$ cat src/hw/rtl/dense_layer_with_l1_row_norm_top_macros.svh
// assertion macros shared by the dense layer rtl
// expects clk and rst in the scope of each use
`ifndef DENSE_LAYER_WITH_L1_ROW_NORM_TOP_MACROS_SVH
`define DENSE_LAYER_WITH_L1_ROW_NORM_TOP_MACROS_SVH

// condition must hold at every edge out of reset
`define DLN_ASSERT_ALWAYS(lbl, cond, msg) \
  lbl: assert property (@(posedge clk) disable iff (rst) (cond)) else $error(msg);

// antecedent implies consequent in the same cycle
`define DLN_ASSERT_IMPLIES(lbl, ante, cons, msg) \
  lbl: assert property (@(posedge clk) disable iff (rst) (ante) |-> (cons)) else $error(msg);

`endif

$ cat src/hw/rtl/dlnorm_ram.sv
// generic single write, single read ram with registered read data
// depends on nothing
module dlnorm_ram #(
  parameter int WIDTH = 16,
  parameter int DEPTH = 256
) (
  input  logic                             clk,
  input  logic                             we,
  input  logic [$clog2(DEPTH > 1 ? DEPTH : 2)-1:0] waddr,
  input  logic [WIDTH-1:0]                 wdata,
  input  logic [$clog2(DEPTH > 1 ? DEPTH : 2)-1:0] raddr,
  output logic [WIDTH-1:0]                 rdata
);

  logic [WIDTH-1:0] mem [DEPTH];

  always_ff @(posedge clk) begin
    if (we) begin
      mem[waddr] <= wdata;
    end
    rdata <= mem[raddr];
  end

endmodule

$ cat config.mk
export PLATFORM = sky130hd
export DESIGN_NAME = dlnorm_ram
export DESIGN_NICKNAME = d
export VERILOG_FILES = /design/src/hw/rtl/dense_layer_with_l1_row_norm_top_macros.svh /design/src/hw/rtl/dlnorm_ram.sv
export SDC_FILE = /design/constraint.sdc
export NUM_CORES = 2
export LEC_CHECK = 0
export BUFFER_PORTS_ARGS = -buffer_cell sky130_fd_sc_hd__buf_4
export CAP_MARGIN = 40
export CORE_ASPECT_RATIO = 0.8
export CORE_UTILIZATION = 35
export DETAILED_ROUTE_END_ITERATION = 10
export HOLD_SLACK_MARGIN = 0.12
export PLACE_DENSITY = 0.51
export SLEW_MARGIN = 20
export SYNTH_ARGS = -nofsm -noshare
export SYNTH_HDL_FRONTEND = slang
export SYNTH_SLANG_ARGS = --single-unit
$ cat constraint.sdc
create_clock -name clk -period 2.3 [get_ports clk]
set_input_delay 0.115 -clock clk [delete_from_list [all_inputs] [get_ports clk]]
set_output_delay 0.115 -clock clk [all_outputs]
set_load 0.05 [all_outputs]
# Yosys cells after proc, flatten, opt, wreduce, memory -nomap -nowiden
# Memory sizes are Yosys's and may differ from the RTL's. A register that Yosys moved wholly into a read port is not among the register bits.
# Index checks and enable logic that the tools add are counted.
# totals
ff_bits	0
ram_bits	4096
input_bits	34
out_inout_bits	16
wordCells	3
n_memories	1
# classes
muxes	2
# memory_table
memory	words	width	read_ports	rd_clocked_by_memory_dff	wr	line_no	rtl
mem	256	16	1	1	1	dlnorm_ram.sv:15	logic [WIDTH-1:0] mem [DEPTH];
# op_table
op	n
1-bit 2-to-1 mux	2

# Logic depth before layout (Yosys ltp)
# logic_depth
ltp_word	2
ltp_mapped	12
depth_no_buf	6

# Worst setup path before layout
# OpenSTA, ideal clock, no wires.
# synth_timing
kind	in2reg
startpoint	input waddr[3] in the netlist's numbering
endpoint	memory mem[235][0], enable pin
setup_ns	0.388
arrival_ns	1.892
required_time_ns	1.912
slack_ns	0.020
path_stages	6
n_path_buf	3
path_cell_list	clkbuf_1 -> nor2b_1 -> clkbuf_1 -> nand4_1 -> clkbuf_1 -> nor2_1
# synth_lines
item	line_no	rtl
start: declaration	dlnorm_ram.sv:9	input logic [$clog2(DEPTH > 1 ? DEPTH : 2)-1:0] waddr,
end: declaration	dlnorm_ram.sv:15	
# No word-level cell before the write port.

==> out/qor.yml <==
initial_core_util_pct: 35.3
hold_class: "input port to register"
cts_tree: "done"
swShare_pct: 22.1
pre_cts_slack_ps: -1220
setup_viol: 10
synth_cell_types: 52
cap_violations: 0
power_frac_comb_pct: 6.2
clock_sinks: 4112
synth_top_area_share_pct: 77.5
synthArstFlopShare_pct: 0
vdd_ir_drop_max_mv: 0.676
io_pins: 50
dr.pass1.iters: 6
worstPathArrival_ps: 3270
grt_pass1_wl_um: 651000
yosys-top-cells-count: "edfxtp_1, mux4_2, mux2i_1"
clock_latency_ps: 990
grt_max_degree: 125
synth_top_family_by_area: "multiplexers"
synth_ff_type: "edfxtp_1"
worst_pin_slew_ps: 1000
timing.slew.headroom_pct: 33.2
port_buffers: 49
cp-end-kind: "register"
setup_tns_ps: -385
wirelength_um: 467000
postCtsSetupRepairBufs: 0
synthTopCellsByArea: "edfxtp_1, mux4_2, mux2i_1"
p_seq_share_pct: 52.1
synth_fa_ha_area_share_pct: 0
p_switching_w: 0.0351
area_growth_pct: 20.2
hold_depth: 2
critPathLaunchType: "register"
drcViolationCount: 0
yosysTopAreaCell: "edfxtp_1"
cellPowerDensity_nw_per_um2: 833
rsz0062_at_grt: "yes"
clock.fmax_ghz: 0.410
crit_top_cell: "mux4_2"
clock_skew_ps: 55.3
synth-seq-area-share_pct: 77.7
cp_data_required_time_ps: 3140
p_clk_share_pct: 41.7
clockBufferDepth: 4
final_nets: 8606
syn_area_per_cell_um2: 21.6
period_share_pct: 106
dieArea_um2: 456000
worst_slack_ps: -139
crit_type: "register to register"
status: "complete, but fails checks"
grt_overflow_total: 0
yosys.area_share.simple_pct: 1.57
max_stage_delay_ps: 560
rows: 220
die_x_um: 755
num_vias: 82416
core_um2: 450000
synth_edf_count: 4096
synth.most_common_cell: "edfxtp_1"
path_cells: "mux4_2 -> mux4_2 -> a22o_4 -> o32ai_4 -> buf_6 -> nor4_2"
failed_checks: "setup timing"
reg2reg_depth: 6
syn-cell-area_um2: 159000
clkTransAtPathRegs_ps: 60
leakage_nw: 61.5
postSynthCellCount: 7360
first_iter_violations: 10596
post-route-min-period_ps: 2440
crit_slowest_cell: "mux4_2"
ys_seq_elements: 4112
finalHoldViolCount: 0
drv_slew: 0
synth_compound_area_share_pct: 3.54
cts-htree-levels: 5
yosys_warnings: 0
p_int_w: 0.124
wl_per_cell_um: 31.4
die_y_um: 604
dp_hpwl_um: 299000
numCtsBuffers: 408
routed_via_density: 5.53
drive_above_1_share_pct: 33.0
detail-route-antenna-nets: 0
synthXorXnorAreaFrac_pct: 0
grt_util_all_layers_pct: 20.1
antenna_found_initial: 36
place_congestion: 0.887
root_buffer: "clkbuf_16"
synth.net_count: 7394
muxShareOfSynthArea_pct: 15.5
grt_pass1_vias: 81197
cp_max_fo: 1
metrics by stage:
step | area [um^2] | instances | hold slack [ps] | util [%] | total power [W]
finish | 191000 | 14904 | 194 | 42.4 | 0.159
CTS | 191000 | 14898 | 126 | 42.3 | 0.160
floorplan | 159000 | 7360 | 214 | - | 0.0885
global route | 191000 | 14899 | 163 | 42.4 | 0.163
detailed placement | 176000 | 14115 | 500 | 39.2 | 0.0939
global placement | 176000 | 14113 | 494 | 39.2 | 0.0938
layout make-up:
| cell class | instances | area [um^2] |
|---|---|---|
| Timing Repair Buffer | 1254 | 12800 |
| Sequential cell | 4112 | 123000 |
| Multi-Input combinational cell | 2792 | 34000 |
| Clock inverter | 244 | 2340 |
| Inverter | 4 | 27.5 |
| Clock buffer | 498 | 10700 |
| Antenna cell | 6 | 15.0 |
| Tap cell | 5994 | 7500 |
| Fill cell | 38810 | 259000 |
power by group through the flow:
stage                     logic (W)  registers [W]  clock network [W]
after floorplan             0.00408         0.0844                  0
after global placement      0.00947         0.0843                  0
after detailed placement    0.00958         0.0844                  0
after CTS                   0.00991         0.0828             0.0674
after global routing         0.0103         0.0827             0.0701
final                       0.00992         0.0827             0.0662
registers in the layout, indices dropped and copies added (netlist names):
| register | count |
|---|---|
| rdata | 16 |
| mem | 4096 |
placed cells by master, fill, tap and decap left out, types with 18 or more instances in the layout:
cell / netlist / routed
dlygate4sd3_1: 0 / 41
clkinv_1: 0 / 94
mux2_2: 88 / 74
clkbuf_1: 230 / 80
bufinv_16: 0 / 37
nor2_2: 0 / 136
clkbuf_16: 0 / 415
nand3_1: 35 / 25
buf_12: 5 / 240
o21ai_0: 37 / 37
buf_8: 11 / 19
mux4_2: 797 / 797
edfxtp_1: 4096 / 4096
a22o_4: 0 / 19
nand4_1: 26 / 26
a21oi_1: 175 / 174
o22ai_1: 148 / 148
o221ai_1: 252 / 252
a22oi_1: 43 / 28
clkinv_2: 0 / 79
nor3_1: 92 / 87
buf_4: 26 / 932
a211oi_1: 18 / 18
mux2i_1: 565 / 565
nor2_1: 304 / 167
nand2_1: 38 / 22
path summary, 6_finish.rpt:
kind,startpoint,end,slack [ps]
min,wdata[15],mem[76][15],190
max,mem[59][13],rdata[13],-140
min reg2reg,mem[110][7],rdata[7],1090
max reg2reg,mem[59][13],rdata[13],-140
routing by layer:
layer | vias to the layer above | share of wire (%) | wire length [um] | GRT usage (%)
li1 | 33781 | - | - | -
met1 | 44719 | 45 | 211000 | 30.6
met2 | 3282 | 44 | 208000 | 30.1
met3 | 630 | 7.8 | 36600 | 3.32
met4 | 4 | 2.6 | 12000 | 4.90
met5 | - | 0.0039 | 18 | 0
timing repair:
action | 4_1_cts | 5_1_grt
hold buffers | 44 | 0
pin swaps | 33 | 21
resized for setup | 135 | 45
endpoints found under the hold margin | 6190 | 0
endpoints found under the setup margin | 16 | 16
cloned | 1 | 0
worst max-delay path: cells and delay by family, from the launching register on:
family                 cells  cell delay, ps
flip-flops                 1             350
AO/OA/AOI/OAI              2             630
AND/OR/NAND/NOR            1              50
multiplexers               2            1100
buffers and inverters      1             170
kinds of logic after synthesis:
logic type | count (synthesis)
simple gates | 556
mux | 1450
buf+inv | 456
compound gates | 786
flops | 4112
(Power assumes the default switching activity.)
