[config.mk]
export PLATFORM = sky130hd
export DESIGN_NAME = dlnorm_div
export DESIGN_NICKNAME = d
export VERILOG_FILES = /design/src/hw/rtl/dense_layer_with_l1_row_norm_top_macros.svh /design/src/hw/rtl/dlnorm_pkg.sv /design/src/hw/rtl/dlnorm_div.sv
export SDC_FILE = /design/constraint.sdc
export NUM_CORES = 1
export LEC_CHECK = 0
export ABC_CLOCK_PERIOD_IN_PS = 5300
export BUFFER_PORTS_ARGS = -buffer_cell sky130_fd_sc_hd__buf_2
export CAP_MARGIN = 40
export CORE_UTILIZATION = 56
export DETAILED_ROUTE_END_ITERATION = 8
export PLACE_DENSITY = 0.93
export RECOVER_POWER = 50
export SLEW_MARGIN = 20
export SYNTH_ARGS = -nofsm -noshare
export SYNTH_HDL_FRONTEND = slang
export SYNTH_SLANG_ARGS = --single-unit
[constraint.sdc]
create_clock -name clk -period 5.3 [get_ports clk]
set_clock_uncertainty 0.2 [all_clocks]
set_input_delay 1.06 -clock clk [delete_from_list [all_inputs] [get_ports clk]]
set_output_delay 1.06 -clock clk [all_outputs]
set_load 0.02 [all_outputs]
[src/hw/rtl/dense_layer_with_l1_row_norm_top_macros.svh]
// assertion macros shared by the dense layer rtl
// expects clk and rst in the scope of each use
`ifndef DENSE_LAYER_WITH_L1_ROW_NORM_TOP_MACROS_SVH
`define DENSE_LAYER_WITH_L1_ROW_NORM_TOP_MACROS_SVH

// condition must hold at every edge out of reset
`define DLN_ASSERT_ALWAYS(lbl, cond, msg) \
  lbl: assert property (@(posedge clk) disable iff (rst) (cond)) else $error(msg);

// antecedent implies consequent in the same cycle
`define DLN_ASSERT_IMPLIES(lbl, ante, cons, msg) \
  lbl: assert property (@(posedge clk) disable iff (rst) (ante) |-> (cons)) else $error(msg);

`endif

[src/hw/rtl/dlnorm_pkg.sv]
// types and constants of the dense layer with l1 row normalization
// no dependencies
package dlnorm_pkg;

  localparam int W_W     = 16;
  localparam int PROD_W  = 32;
  localparam int ACC_W   = 40;
  localparam int NUM_W   = 30;
  localparam int DEN_W   = 20;
  localparam int MAG_W   = 17;
  localparam int FRAC_W  = 14;
  localparam int CFG_W   = 5;
  localparam int ONE_Q14 = 16384;
  localparam int MAX_OUT = 16;

  localparam logic REG_NEURONS = 1'b0;
  localparam logic REG_INPUTS  = 1'b1;

  typedef enum logic [1:0] {
    KIND_WEIGHT  = 2'd0,
    KIND_INPUT   = 2'd1,
    KIND_FORWARD = 2'd2,
    KIND_NORM    = 2'd3
  } kind_t;

  typedef struct packed {
    kind_t              kind;
    logic [3:0]         row;
    logic [3:0]         col;
    logic signed [15:0] value;
  } cmd_t;

  typedef struct packed {
    logic [3:0]         neuron;
    logic signed [39:0] activation;
    logic               last;
  } res_t;

endpackage

[src/hw/rtl/dlnorm_div.sv]
// restoring divider, one quotient bit per cycle
// depends on dlnorm_pkg
module dlnorm_div
  import dlnorm_pkg::*;
(
  input  logic             clk,
  input  logic             rst,
  input  logic             start,
  input  logic [NUM_W-1:0] num,
  input  logic [DEN_W-1:0] den,
  output logic             done,
  output logic [NUM_W-1:0] quo
);

  localparam int CNT_W = $clog2(NUM_W);

  logic             busy;
  logic [CNT_W-1:0] cnt;
  logic [DEN_W-1:0] rem;
  logic [DEN_W-1:0] dvs;
  logic [NUM_W-1:0] q;
  logic [DEN_W:0]   rem_sh;
  logic             ge;
  logic [DEN_W:0]   diff;

  always_comb begin
    rem_sh = {rem, q[NUM_W-1]};
    ge     = rem_sh >= {1'b0, dvs};
    diff   = rem_sh - {1'b0, dvs};
  end

  always_ff @(posedge clk) begin
    if (rst) begin
      busy <= 1'b0;
      done <= 1'b0;
      cnt  <= '0;
    end else begin
      done <= 1'b0;
      if (start) begin
        busy <= 1'b1;
        cnt  <= '0;
        rem  <= '0;
        dvs  <= den;
        q    <= num;
      end else if (busy) begin
        // remainder stays below the divisor, so the top bit drops
        rem <= ge ? diff[DEN_W-1:0] : rem_sh[DEN_W-1:0];
        q   <= {q[NUM_W-2:0], ge};
        if (cnt == CNT_W'(NUM_W - 1)) begin
          busy <= 1'b0;
          done <= 1'b1;
        end
        cnt <= cnt + 1'b1;
      end
    end
  end

  assign quo = q;

endmodule

Word level (Yosys, flattened, before mapping):

Cells that the tools add are included.

* $add $sub $neg: 2
* magnitude comparators: 1
* equality and inequality tests: 1
* mux-type cells: 8
* bitwise logic cells: 2
* reductions and logical operators: 5

Operators by type and width (number)
* two-way mux 30 bit: 2
* two-way mux 20 bit: 2
* greater-or-equal comparator 21 x 20 -> 1 bit: 1
* subtractor 20 bit: 1
* adder 5 x 1 -> 5 bit (second input constant): 1
* equality test 5 bit (second input constant): 1
* two-way mux 1 bit: 4
* AND reduction 2 bit: 2
* OR reduction 3 bit: 1
* inverter 1 bit: 2
* nonzero test 2 bit: 1
* OR reduction 2 bit: 1

* register bits after elaboration: 77
* input port bits: 53

Logic depth before layout (Yosys ltp):

* depth in word-level cells: 4
* depth in mapped cells: 11
* depth with buffers taken out: 10

Worst setup path before layout:

OpenSTA, ideal clock, no wires.

* path type: input-to-reg
* from: in start
* to: reg q[0] (netlist: quo[0]) (enable)
* arrival time: 3871 ps
* setup slack: 771 ps
* stages: 4
* cells stage by stage: clkbuf_1 -> clkbuf_1 -> nor2_1 -> nor2_1

* longest elaborated chain between the ends: 2

RTL lines
* from (decl): RTL line dlnorm_div.sv:8 `input logic start,`
* nonzero test 2 bit (no line)
* AND reduction 2 bit (no line)
* to (signal assigned): RTL line dlnorm_div.sv:44 `q <= num;`
* to (signal assigned): RTL line dlnorm_div.sv:48 `q <= {q[NUM_W-2:0], ge};`
* to (decl): RTL line dlnorm_div.sv:21 `logic [NUM_W-1:0] q;`

Every way passes these cells.
A chain may end at the register's enable or synchronous reset.

Final worst setup path:

* from: in start
* to: reg q[12] (netlist: quo[12]) (enable)

Same word-level chain as after synthesis.

==> results.tsv <==
metric	value	unit
status	complete, but fails checks	
failing checks	max-capacitance violations, max-slew violations	
ranking of synthesized cells by area	edfxtp_1 (49%), mux2_2 (7.9%), ha_1 (6.4%)	
drt pass-1 iters	5	
maximum vdd drop	0.242	mV
via count	3093	
Die X	89.6	um
Arrival @ worst endpoint	3.73	ns
post-synthesis sequential area ratio	0.521	
PortBufs	83	
grt met1 use	0.293	
synth-to-layout area growth	15.6	%
dominant synthesized flop cell	edfxtp_1	
Synth cell types	55	
Top Ports	84	
Max Fclk	256	MHz
CTS H-Tree Depth	3	
layout cells sized above 1	0.247	
CTS Sinks	77	
Most Used Layer, Global Route	met2	
largest family of logic cells by synthesized area	compound AO/OA/AOI/OAI gates	
final net count	520	
first-pass GRT wire length	14400	um
worst skew pair latency	0.36	ns
post-detailed-route count of antenna-violating nets	0	
P per Cell Area	334	nW/um^2
overall power	1.66	mW
Hold Path Class	reg -> reg	
DRC violations left	0	
Yosys Warn Count	0	
synthesized area	4300	um^2
leakage	1.98	nW
Adder-Cell Fraction of Synth Area	0.0686	
initial antenna violation count	0	
Die Y	89.6	um
Mean Syn Cell Area	11.9	um^2
Overall Global Routing Usage	0.243	
CTS tree	built	
post-synthesis compound-gate area fraction	0.115	
routed wire length	9130	um
#FFs+latches synth	77	
wire per inst	16.7	um
Mapped Cells	362	
most common cell in the netlist	edfxtp_1	
Max Cap Viol	2	
syn nets	438	
largest net degree at the start of global routing	43	
cell accounting for the most synthesized area	edfxtp_1	
mux cell area share after synthesis	0.111	
final hold vios	0	
post-cts sizing count	0	
final setup vio count	0	
setup bufs post-CTS	0	
CTS Root Buffer Type	clkbuf_8	
DR vias/cell	5.64	
synth cell count leaders	edfxtp_1 (70), nor2_1 (39), mux2_2 (30)	
Final min period	3.91	ns
DP HPWL	6640	um
Crit Path Max Fanout	30	
Longest Clk Path Bufs	2	
Initial Util	0.587	
Final TNS setup	0	ns
# rows	31	
ant diodes	0	
hold buffer count at cts	0	
worst slew pin tran	2.13	ns
kind of critical path	in -> reg	
worst endpoint required time	5.12	ns
routability cong.	0.873	
CP Capture Type	register	
Slew Viols, Final	65	
Startpoint Class	input port	
xor-xnor portion of the synthesized cell area	0.0387	
GRT overflow	0	
vias in the first global route	3160	
number of synthesized flops with an enable pin	70	
Slew headroom	-0.420	
grt met3 use	0.0768	
simple-gate share of the synthesized area	0.105	
Yosys top cell area share	0.489	
setup repair after global routing missed its margin	false	
Num CTS Buffers	9	
1st-iter DRT viols	178	
Final Cycle Share	0.737	
grt met2 use	0.417	
Post-synth ARST share	0	
clock-pin slew on the worst setup and hold paths	0.08	ns
Die Area	8040	um^2
core area	7330	um^2
## path summary, 6_finish.rpt
check,from,end,slack (ns),cells past startpoint
setup / recovery,start,quo[12],1.39,4
hold / removal,cnt[1],cnt[1],0.33,2
setup reg to reg,rem[12],rem[11],1.87,9
hold reg to reg,cnt[1],cnt[1],0.33,2
## cells in the final DEF (no fill, tap or decap), drive strengths merged, types with 2 or more instances in the layout
cell	count
edfxtp	70
buf	54
clkbuf	42
nor2	39
mux2	30
inv	27
ha	22
nand2	19
a21oi	18
mux2i	14
o21ai	12
xnor2	10
a211oi	10
xor2	9
nand3	7
dfxtp	7
nor3	6
and3	5
nand4	5
o211ai	4
nor2b	3
o31ai	3
or4	2
and4	2
a21boi	2
a311oi	2
nor3b	2
bufinv	2
clkinvlp	2
## sequential cells by signal, indices dropped and copies added, names as in the netlist
signal,count
busy,1
quo,30
done,1
rem,20
dvs,20
cnt,5
## critical path, stage by stage
cell      delay [ns]
clkbuf_1        0.55
nor2_1          0.14
nor2_1          1.39
buf_4           0.56
## where the power goes
| part | switching [mW] | total, mW | internal (mW) |
|---|---|---|---|
| combinational | 0.241 | 0.412 | 0.171 |
| sequential | 0.0244 | 0.747 | 0.723 |
| clock | 0.235 | 0.502 | 0.267 |
## layout make-up
type	instances	area (um^2)
inverter	25	93.8
fill	551	2360
sequential	77	2240
timing repair buffer	87	409
tap	99	124
clock inverter	7	96.3
clock buffer	9	124
multi-input combinational	244	1880
## per-layer routing
metal,share of wire,up-vias
met5,0,-
met4,0.015,0
met1,0.42,1450
met2,0.50,128
li1,-,1500
met3,0.066,15
## kinds of logic (layout without fill, tap and decap cells)
kind of cell / count (synthesis) / after routing
and+or+nand+nor: 94 / 94
adders and majority gates: 23 / 23
AOI/OAI and AO/OA: 64 / 64
muxes: 44 / 44
buffers and inverters: 41 / 128
xor gates and xnor gates: 19 / 19
DFF: 77 / 77
## stage by stage
stage	setup WS, ns	hold WS, ns	std cells	util	instance area [um^2]
after CTS	1.98	0.334	548	0.686	5030
final	1.39	0.333	548	0.678	4970
after detailed placement	2.02	0.315	532	0.656	4810
after floorplan	0.771	0.272	362	-	4300
after global placement	2.14	0.293	531	0.654	4790
after global routing	1.20	0.343	548	0.678	4970
(Power assumes the default switching activity.)
